File: config.mk
export PLATFORM = sky130hd
export DESIGN_NAME = i2c_sme_addr_unit
export DESIGN_NICKNAME = d
export VERILOG_FILES = /design/src/hdl/i2c_slave_memory_emulation_macros.svh /design/src/hdl/i2c_sme_pkg.sv /design/src/hdl/i2c_sme_addr_unit.sv
export SDC_FILE = /design/constraint.sdc
export NUM_CORES = 1
export LEC_CHECK = 0
export BUFFER_PORTS_ARGS = -buffer_cell sky130_fd_sc_hd__buf_4
export CELL_PAD_IN_SITES_DETAIL_PLACEMENT = 1
export CELL_PAD_IN_SITES_GLOBAL_PLACEMENT = 1
export CORE_MARGIN = 1.5
export CORE_UTILIZATION = 29
export DETAILED_ROUTE_END_ITERATION = 8
export PLACE_DENSITY_LB_ADDON = 0.1
export SLEW_MARGIN = 15
export SYNTH_ARGS = -nofsm -noshare
export SYNTH_HDL_FRONTEND = slang
export SYNTH_SLANG_ARGS = --single-unit
File: constraint.sdc
create_clock -name vclk -period 5.2
set_input_delay 1.04 -clock vclk [all_inputs]
set_output_delay 1.04 -clock vclk [all_outputs]
set_load 0.02 [all_outputs]
File: src/hdl/i2c_slave_memory_emulation_macros.svh
`ifndef I2C_SLAVE_MEMORY_EMULATION_MACROS_SVH
`define I2C_SLAVE_MEMORY_EMULATION_MACROS_SVH

// same-cycle implication, disabled in reset
`define I2C_SME_ASSERT_IMP(lbl, ante, cons) \
  lbl: assert property (@(posedge clk) disable iff (!rst_n) (ante) |-> (cons)) \
    else $error("i2c_sme: same-cycle check failed");

// next-cycle implication, disabled in reset
`define I2C_SME_ASSERT_NXT(lbl, ante, cons) \
  lbl: assert property (@(posedge clk) disable iff (!rst_n) (ante) |=> (cons)) \
    else $error("i2c_sme: next-cycle check failed");

`endif

File: src/hdl/i2c_sme_pkg.sv
package i2c_sme_pkg;

  localparam int RECV_BYTES    = 16;
  localparam int MEM_ADDR_BITS = 15;
  localparam int MEM_DEPTH     = 1 << MEM_ADDR_BITS;
  localparam int KW            = $clog2(RECV_BYTES);

  typedef logic [MEM_ADDR_BITS-1:0] addr_t;
  typedef logic [KW-1:0]            kidx_t;
  typedef logic [7:0]               byte_t;

  // shared address adder operand select
  typedef logic [1:0] au_op_t;
  localparam au_op_t AU_CLR    = 2'd0;
  localparam au_op_t AU_PTR    = 2'd1;
  localparam au_op_t AU_COMMIT = 2'd2;

  // memory port controls
  typedef struct packed {
    logic  we;
    logic  re;
    addr_t raddr;
    byte_t wdata;
  } mem_ctl_t;

endpackage

File: src/hdl/i2c_sme_addr_unit.sv
module i2c_sme_addr_unit
  import i2c_sme_pkg::*;
(
  input  au_op_t op,
  input  addr_t  clr_cnt,
  input  addr_t  pointer,
  input  addr_t  commit_addr,
  input  kidx_t  k,
  output addr_t  sum
);

  addr_t opa;
  addr_t opb;

  always_comb begin
    case (op)
      AU_CLR: begin
        opa = clr_cnt;
        opb = addr_t'(1);
      end
      AU_PTR: begin
        opa = pointer;
        opb = addr_t'(1);
      end
      AU_COMMIT: begin
        opa = commit_addr;
        opb = addr_t'(k);
      end
      default: begin
        opa = pointer;
        opb = '0;
      end
    endcase
  end

  // wraps at the memory size by width
  assign sum = opa + opb;

endmodule

== Word-level counts from Yosys, hierarchy flattened ==
Cells that the tools add are included.

* Add/sub/neg operators: 1
* Eq/ne operators: 2
* Multiplexer cells: 2
* Reductions and logical operators: 2

{| class="wikitable"
|+ Operators with widths
! operator !! count
|-
| case mux 15 bit (2 select lines) || 1
|-
| adder 15 bit || 1
|-
| case mux 4 bit (2 select lines) || 1
|-
| == test 2 x 1 -> 1 bit, second input constant || 1
|-
| == test 2 bit, second input constant || 1
|-
| logical NOT 2 bit || 1
|-
| OR reduction 2 bit || 1
|}

* Register bits: 0
* Input bits: 51
* Output and inout port bits: 15
* Word-level logic and storage cells: 7

== Longest topological paths before layout ==
Gate-level depths: netlist of the first run.

* Depth after elaboration: 4
* Mapped depth: 13
* Mapped depth without buffers: 10

== Worst setup path before layout of the first run ==
No wires, ideal clock.

* Path kind: input-to-output
* Start: in op[0]
* End: out sum[14]
* Arrival time: 3.322 ns
* Data required time: 4.160 ns
* Path slack: 0.838 ns
* Stages on the path: 13
* Buffers on the path: 3
* Path through: buf_4 buf_6 clkbuf_1 nand2_1 o21ai_0 ha_1 inv_1 fa_1 nor2b_1 o21ai_0 a21oi_2 nand4_1 xnor2_1

* Longest elaborated chain between the ends: 4

{| class="wikitable"
|+ RTL lines
! item !! RTL line !! source
|-
| start: declaration || i2c_sme_addr_unit.sv:4 || <nowiki>input au_op_t op,</nowiki>
|-
| == test 2 x 1 -> 1 bit or logical NOT 2 bit (tied branches) || i2c_sme_addr_unit.sv:16 || <nowiki>case (op)</nowiki>
|-
| OR reduction 2 bit (no source line) || n/a ||
|-
| case mux 4 bit (2 select lines) || i2c_sme_addr_unit.sv:16 ||
|-
| adder 15 bit (*) || i2c_sme_addr_unit.sv:37 || <nowiki>assign sum = opa + opb;</nowiki>
|-
| end: declaration || i2c_sme_addr_unit.sv:9 || <nowiki>output addr_t sum</nowiki>
|}

Every way passes the cells marked *; elsewhere a longest branch is shown, timed or not.

== Worst setup path in the final report of the first run ==
* Start: in op[1]
* End: out sum[6]

Same word-level chain as after synthesis.

==> results of run 1 <==
[where the power goes]
part	total [W]	switching, W	internal [W]
Sequential	0	0	0
Clock	0	0	0
Combinational	0.000137	0.0000660	0.0000715
[metal layers]
metal	up-vias	global-route usage, %	wire (µm)
li1	448	-	-
met1	400	19.61	1000
met2	30	31.55	1283
met3	0	0	158
met4	0	0	0
met5	-	0	0
[layout by cell type (no fill, tap or decap), drive strengths merged]
master	synthesis	routed
ha	4	4
xnor2	7	7
nand3	4	4
a21oi	4	4
nor2	2	2
nor4b	1	1
xor2	5	5
nor4	2	2
mux2	9	9
fa	1	1
mux2i	15	15
nand3b	1	1
o21ai	7	7
inv	6	6
nand4	1	1
nand4b	1	1
nand2	9	9
a21o	1	1
nor2b	4	4
buf	4	66
and2	2	2
o21a	1	1
[worst max-delay path, delay by kind of cell]
| kind | cells | cell delay [ns] |
|---|---|---|
| adders and majority gates | 2 | 0.62 |
| AOI/OAI and AO/OA | 3 | 0.59 |
| buffers and inverters | 3 | 0.50 |
| and+or+nand+nor | 2 | 0.37 |
| xor gates and xnor gates | 1 | 0.18 |
| muxes | 1 | 0.11 |
[kinds of logic after synthesis]
kind of cell	after synthesis	share of synthesized area, %
adder cells (fa/ha/maj)	5	9.047
buffers and inverters	11	9.207
AO/OA/AOI/OAI	13	9.531
AND/OR/NAND/NOR	27	21.97
multiplexers	24	36.67
XOR/XNOR	12	13.57
[cell usage after synthesis, types with 2 or more instances]
cell type,count
mux2_2,5
nand2_1,9
o21ai_0,7
inv_1,6
mux2i_4,2
mux2i_1,13
xnor2_1,7
and2_1,2
mux2_4,2
nand3_1,4
a21oi_1,3
nor2b_1,4
ha_1,4
mux2_1,2
xor2_1,5
buf_6,2
nor2_1,2
[how the worst min path moves through the flow]
| stage | from | end |
|---|---|---|
| floorplan | pointer[14] | sum[14] |
| global placement | pointer[14] | sum[14] |
| detailed placement | pointer[14] | sum[14] |
| CTS | pointer[14] | sum[14] |
| global route | pointer[14] | sum[14] |
| finish | pointer[14] | sum[14] |
[layout make-up]
class / count / area, µm²
multi-input cells: 81 / 703.2
well taps: 30 / 37.54
repair buffers: 66 / 495.5
fillers: 317 / 1241
inverters: 6 / 22.52
[stage by stage]
step           area, µm²  worst slack (ns)   power [W]  hold WS (ns)
3_5_place_dp        1259            0.7465   0.0001388         2.518
4_1_cts             1259            0.7431   0.0001396         2.519
5_1_grt             1259            0.5677   0.0001487         2.549
2_1_floorplan      774.5            0.8381  0.00007993         2.347
6_report            1259            0.7683   0.0001375         2.518
3_3_place_gp        1259            0.8710   0.0001355         2.505
==> reports/metrics.cfg, run 1 <==
[status]
status=finished, final reports clean

[final_layout]
fin_nets=211
area_delta_synth_final_pct=62.52
final_cells=183
seqCellArea_um2=0
drive_gt1_share_pct=51.63
n_antenna_cell=0
clkbuf_count=0
utilization_pct=50.35
seq_cells=0

[sta]
report.final.slew_viol_count=0
fin_crit_sh_pct=85.23
fmax_mhz=225.6
grt_setup_unrepaired=false
hold_viol=0
worst_pin_slew_ns=0.5052
setup_viol=0
max_slew_margin_pct=65.36
fin_crit_ns=4.432
setup_tns_ns=0

[clock_network]
ctsResizeCount=0
cts_setup_buffers=0
holdBufCountCts=0

[critical_path]
path_max_fanout=17
path_class=input pin to output port
critPathRequiredTime_ns=4.16
slowest_delay_ns=0.41
cp_data_arrival_time_ns=3.39
crit_chain=buf_4 > mux2i_1 > o21ai_0 > ha_1 > inv_1 > fa_1 > nor2b_1 > o21ai_0 > a21oi_2 > nor2b_1 > xnor2_1 > buf_4
crit_path_end_kind=output port
startpoint_type=input pin
critPathSlowestCell=fa_1
crit_start=op[1]
endpoint=sum[6]

[synth]
synth_cell_types=30
syn-cell-area_um2=774.5
synth_fp_nets=148
synth_top_area_share_pct=16.80
yosysSeqAreaShare_pct=0
synth.avg_cell_area_um2=8.418
synth_warnings=0
synthTopCellsByArea=mux2i_1, xnor2_1, mux2_2
yosys.area.top_type=mux2i_1
syn-instance-count=92

[floorplan]
rows=18
pin_count=66
die_y_um=54.68
die_w_um=54.68
core-area_um2=2500
initial_core_util_pct=30.98
die_area_um2=2990

[power]
leakage_nw=0.6149
irDropWorstVdd_mv=0.05760
power.density_nw_per_um2=109.2

[grt]
antenna_found_initial=0
grt_pass1_vias=798
grt_pass1_wl_um=3601
grt_max_degree=24
grt_use_total_pct=15.77
overflow=0

[drt]
drt-pass1-iter-count=3
avgViaCountPerCell=4.798
wl_um=2441
wl_per_cell_um=13.34
ant_nets=0
drc_errors=0
num_vias=878
first_iter_violations=3

[placement]
port_buffers=66
dp_cells=183
hpwl_um=2052
globalplace.congestion=0.7047

[min_path]
min_path_type=input pin to output port
holdPathStages=5

[run]
cap_viol_max_count=0

Power figures use the tool's default switching activity.
==> run 2: changes to the inputs <==
- ABC_AREA: not set -> 1
- BUFFER_PORTS_ARGS: -buffer_cell sky130_fd_sc_hd__buf_4 -> -buffer_cell sky130_fd_sc_hd__buf_2
- CORE_UTILIZATION: 29 -> 28
- GPL_ROUTABILITY_DRIVEN: not set -> 0
==> reports/metrics.cfg, run 2 <==
[status]
status=finished, final reports clean  ; unchanged

[sta]
setup_viol=0  ; unchanged
worst_pin_slew_ns=0.3334  ; was 0.5052 ns
max_slew_margin_pct=77.77  ; was 65.36%
fin_crit_ns=4.343  ; was 4.432 ns
report.final.slew_viol_count=0  ; unchanged
grt_setup_unrepaired=false  ; unchanged
fin_crit_sh_pct=83.51  ; was 85.23%
fmax_mhz=230.3  ; was 225.6 MHz
hold_viol=0  ; unchanged
setup_tns_ns=0  ; unchanged

[final_layout]
final_common_cell=buf_2  ; was buf_4
area_delta_synth_final_pct=39.61  ; was 62.52%
n_antenna_cell=0  ; unchanged
utilization_pct=40.36  ; was 50.35%
fin_nets=312  ; was 211
multiInputGateArea_um2=787.0  ; was 703.2 µm²
fillCellCount=514  ; was 317
clkbuf_count=0  ; unchanged
layout_common_cells=buf_2, nand2_1, inv_1, nor2_1, nand3_1  ; was buf_4, mux2i_1, nand2_1, o21ai_0, xnor2_1
seq_cells=0  ; unchanged
seqCellArea_um2=0  ; unchanged
drive_gt1_share_pct=39.37  ; was 51.63%

[drt]
num_vias=1284  ; was 878
avgViaCountPerCell=4.280  ; was 4.798
ant_nets=0  ; unchanged
wl_um=3103  ; was 2441 µm
drt-pass1-iter-count=2  ; was 3
drc_errors=0  ; unchanged
first_iter_violations=33  ; was 3
wl_per_cell_um=10.34  ; was 13.34 µm

[clock_network]
ctsResizeCount=0  ; unchanged
holdBufCountCts=0  ; unchanged
cts_setup_buffers=0  ; unchanged

[floorplan]
die_w_um=61.47  ; was 54.68 µm
die_area_um2=3778  ; was 2990 µm²
die_y_um=61.47  ; was 54.68 µm
initial_core_util_pct=28.91  ; was 30.98%
core-area_um2=3311  ; was 2500 µm²
rows=21  ; was 18
pin_count=66  ; unchanged

[critical_path]
crit_path_end_kind=output port  ; unchanged
path_class=input pin to output port  ; unchanged
critPathRequiredTime_ns=4.16  ; about the same
cp_data_arrival_time_ns=3.30  ; was 3.39 ns
path_max_fanout=15  ; was 17
startpoint_type=input pin  ; unchanged

[grt]
grt_pass1_wl_um=5092  ; was 3601 µm
grt_use_total_pct=17.25  ; was 15.77%
overflow=0  ; unchanged
grt_pass1_vias=1192  ; was 798
grt_max_degree=16  ; was 24
antenna_found_initial=0  ; unchanged

[min_path]
holdPathStages=6  ; was 5
min_path_type=input pin to output port  ; unchanged
min-delay-start=commit_addr[14]  ; was pointer[14]
holdPathEnd=sum[14]  ; unchanged

[synth]
syn-cell-area_um2=957.2  ; was 774.5 µm²
synthTopCellsByArea=nand2_1, inv_1, nor2_2  ; was mux2i_1, xnor2_1, mux2_2
synth_cell_types=23  ; was 30
synth_most_common_cell=nand2_1  ; was mux2i_1
yosysSeqAreaShare_pct=0  ; unchanged
synth_top_area_share_pct=23.92  ; was 16.80%
yosys.area.top_type=nand2_1  ; was mux2i_1
syn-instance-count=189  ; was 92
synth.avg_cell_area_um2=5.064  ; was 8.418 µm²
synthTopCellsByCount=nand2_1, inv_1, nand3_1, nor2_1, nor2_2  ; was mux2i_1, nand2_1, o21ai_0, xnor2_1, inv_1
synth_fp_nets=245  ; was 148
synth_warnings=0  ; unchanged

[power]
irDropWorstVdd_mv=0.03867  ; was 0.05760 mV
leakage_nw=0.8458  ; was 0.6149 nW
power.density_nw_per_um2=105.9  ; was 109.2 nW/µm²

[run]
cap_viol_max_count=0  ; unchanged

[placement]
hpwl_um=2741  ; was 2052 µm
port_buffers=66  ; unchanged

## run 2: cell count changes after synthesis, moves of 3 or more
cell / change
nor2_1: +13
nor2_2: +13
o21ai_0: -6
nand2_2: +8
nand3_1: +11
nand2_1: +52
nor2b_1: -4
xnor2_1: -5
inv_1: +31
nand3_2: +3
inv_2: +4
nor2_4: +4
mux2_2: -5
mux2i_1: -13
## run 2: logic make-up (layout without fill, tap and decap cells)
family          count (synthesis)  in the layout  share of synthesized area [%]
compound gates                 10             10                          5.489
xor+xnor                        6              6                          5.490
fa+ha+maj                       5              5                          7.321
buf+inv                        43            108                          17.78
simple gates                  125            125                          63.92
## run 2: worst max-delay path, cell delays in order
cell and delay [ns]:
buf_2 0.21, nor2_4 0.23, nand2_1 0.07, nand3_1 0.07, ha_1 0.18, inv_1 0.06
fa_1 0.40, inv_1 0.07, nand3_1 0.07, nand2_1 0.13, inv_1 0.06, nor2_2 0.17
nand2_1 0.11, nor2_2 0.11, nand2_1 0.06, nand2_1 0.05, nand2_1 0.04, buf_2 0.15
## run 2: per-stage QoR
step	std cells	hold WS, ns	setup WS [ns]	power [W]	area [µm²]
3_3_place_gp	300	2.513	0.9341	0.0001416	1336
2_1_floorplan	189	2.337	1.161	0.00009344	957.2
4_1_cts	300	2.517	0.8089	0.0001440	1336
5_1_grt	300	2.560	0.5356	0.0001600	1336
6_report	300	2.505	0.8573	0.0001415	1336
3_5_place_dp	300	2.517	0.8138	0.0001433	1336
## run 2: area by class of cell
type | instances | area share (%)
tap | 46 | 4.307
inverter | 41 | 11.52
timing repair buffer | 67 | 25.28
multi-input combinational | 146 | 58.90
## run 2: worst max path at each step
stage          start       to  cells after the start
6_report       op[0]  sum[12]                     18
5_1_grt        op[1]  sum[12]                     18
4_1_cts        op[0]  sum[12]                     18
3_5_place_dp   op[0]  sum[12]                     18
3_3_place_gp   op[1]  sum[12]                     19
2_1_floorplan  op[0]   sum[8]                     14
## run 2: routing by layer
layer  vias to the layer above  wire, µm  share of wire (%)  global-route usage [%]
met5                         -         0                  0                       0
met3                         0       185                6.0                  0.2101
li1                        700         -                  -                       -
met2                        44      1391                 45                   30.70
met1                       540      1527                 49                   24.91
met4                         0         0                  0                       0
## run 2: power breakdown
| group | internal [W] | total (W) | switching (W) |
|---|---|---|---|
| combinational | 0.0000534 | 0.000142 | 0.0000881 |
| sequential | 0 | 0 | 0 |
| clock | 0 | 0 | 0 |
| total | 0.0000534 | 0.000142 | 0.0000881 |
==> run 3: changes to the inputs <==
- ABC_AREA: 1 -> 0
- CORE_UTILIZATION: 28 -> 27
- clock period: 5.2 -> 4.4 ns (I/O delays scaled with it)
==> reports/metrics.cfg, run 3 (synthesis results as in run 1) <==
[floorplan]
rows=19  ; was 21
initial_core_util_pct=28.33  ; was 28.91%
pin_count=66  ; unchanged
core-area_um2=2734  ; was 3311 µm²
die_area_um2=3199  ; was 3778 µm²
die_w_um=56.56  ; was 61.47 µm
die_y_um=56.56  ; was 61.47 µm

[final_layout]
drive_gt1_share_pct=52.56  ; was 39.37%
layout_common_cells=buf_2, mux2i_1, nand2_1, o21ai_0, xnor2_1  ; was buf_2, nand2_1, inv_1, nor2_1, nand3_1
area_delta_synth_final_pct=44.26  ; was 39.61%
utilization_pct=40.87  ; was 40.36%
final_common_cell=buf_2  ; unchanged
n_antenna_cell=0  ; unchanged
seqCellArea_um2=0  ; unchanged
seq_cells=0  ; unchanged
fin_nets=214  ; was 312
clkbuf_count=0  ; unchanged
final_area_um2=1117  ; was 1336 µm²

[grt]
overflow=0  ; unchanged
grt_pass1_vias=959  ; was 1192
grt_pass1_wl_um=4098  ; was 5092 µm
grt_max_degree=14  ; was 16
antenna_found_initial=0  ; unchanged
grt_use_total_pct=15.43  ; was 17.25%

[drt]
first_iter_violations=8  ; was 33
wl_um=2358  ; was 3103 µm
num_vias=887  ; was 1284
wl_per_cell_um=12.61  ; was 10.34 µm
ant_nets=0  ; unchanged
drt-pass1-iter-count=3  ; was 2
drc_errors=0  ; unchanged
avgViaCountPerCell=4.743  ; was 4.280

[sta]
fmax_mhz=247.3
worst_pin_slew_ns=0.4945  ; was 0.3334 ns
timing.hold.ws_ns=2.202  ; was 2.505 ns
setup_viol=0  ; unchanged
report.final.slew_viol_count=0  ; unchanged
fin_crit_sh_pct=91.91
max_slew_margin_pct=66.09  ; was 77.77%
setup_tns_ns=0  ; unchanged
fin_crit_ns=4.044
grt_setup_unrepaired=false  ; unchanged
hold_viol=0  ; unchanged

[power]
power.total_w=0.0001406  ; was 0.0001415 W
power_switching_w=0.00007672  ; was 0.00008812 W
p_sw_share_pct=54.56  ; was 62.27%
power_frac_comb_pct=100.0  ; about the same
power.density_nw_per_um2=125.8  ; was 105.9 nW/µm²
p_int_w=0.00006388  ; was 0.00005338 W
p_clk_share_pct=0  ; about the same
seqPwrFrac_pct=0  ; about the same
irDropWorstVdd_mv=0.06104  ; was 0.03867 mV
leakage_nw=0.5723  ; was 0.8458 nW

[run]
cap_viol_max_count=0  ; unchanged

[critical_path]
startpoint_type=input pin  ; unchanged
crit_path_end_kind=output port  ; unchanged
path_max_fanout=8  ; was 15
path_class=input pin to output port  ; unchanged
cp_data_arrival_time_ns=3.16  ; was 3.30 ns
critPathRequiredTime_ns=3.52  ; was 4.16 ns

[clock_network]
cts_setup_buffers=0  ; unchanged
holdBufCountCts=0  ; unchanged
ctsResizeCount=0  ; unchanged

[placement]
placed_area_um2=1117  ; was 1336 µm²
port_buffers=66  ; unchanged
hpwl_um=2092  ; was 2741 µm

[min_path]
min_path_type=input pin to output port  ; unchanged
holdPathEnd=sum[14]  ; unchanged
holdPathStages=5  ; was 6
min-delay-start=pointer[14]  ; was commit_addr[14]

[status]
status=finished, final reports clean  ; unchanged

-- run 3: cell count changes in the layout (fill, tap and decap cells not counted), sizes merged, moves of 4 or more --
cell,previous run,this run
inv,41,6
mux2,0,9
mux2i,0,15
nand2,70,9
nand3,18,4
nor2,32,2
nor2b,0,4
o21ai,3,7
xnor2,2,7
-- run 3: worst max path at each step --
stage / from / end / slack [ns] / cells past startpoint
final: op[1] / sum[8] / 0.36 / 12
after global routing: op[1] / sum[8] / 0.04 / 12
after CTS: op[1] / sum[8] / 0.32 / 12
after detailed placement: op[1] / sum[8] / 0.34 / 12
after global placement: op[1] / sum[8] / 0.42 / 12
after floorplan: op[0] / sum[14] / 0.36 / 13
-- run 3: critical path: stages --
cell and delay, ns:
buf_2 0.22, mux2i_1 0.11, o21ai_0 0.16, ha_1 0.19
inv_1 0.05, fa_1 0.40, nor2b_1 0.12, o21ai_0 0.13
a21oi_2 0.27, nor4b_2 0.27, xnor2_1 0.16, buf_2 0.19
-- run 3: stage by stage --
stage,cells,setup slack (ns)
floorplan,92,0.3581
global placement,187,0.4210
detailed placement,187,0.3369
CTS,187,0.3216
global route,187,0.03787
finish,187,0.3561
-- run 3: area by class of cell --
type / count / area, µm²
inverters: 6 / 22.52
repair buffers: 69 / 352.8
well taps: 31 / 38.79
multi-input cells: 81 / 703.2
fillers: 377 / 1617
-- run 3: power by group through the flow --
| stage | Sequential [W] | Combinational (W) | Clock [W] |
|---|---|---|---|
| 6_report | 0 | 0.000141 | 0 |
| 5_1_grt | 0 | 0.000155 | 0 |
| 4_1_cts | 0 | 0.000143 | 0 |
| 3_5_place_dp | 0 | 0.000143 | 0 |
| 3_3_place_gp | 0 | 0.000140 | 0 |
| 2_1_floorplan | 0 | 0.0000945 | 0 |
-- run 3: metal layers --
metal / GRT usage [%] / up-vias / wire [µm]
met2: 30.56 / 35 / 1248
met4: 0 / 0 / 0
li1: - / 449 / -
met3: 0.6912 / 0 / 150
met5: 0 / - / 0
met1: 19.17 / 403 / 959
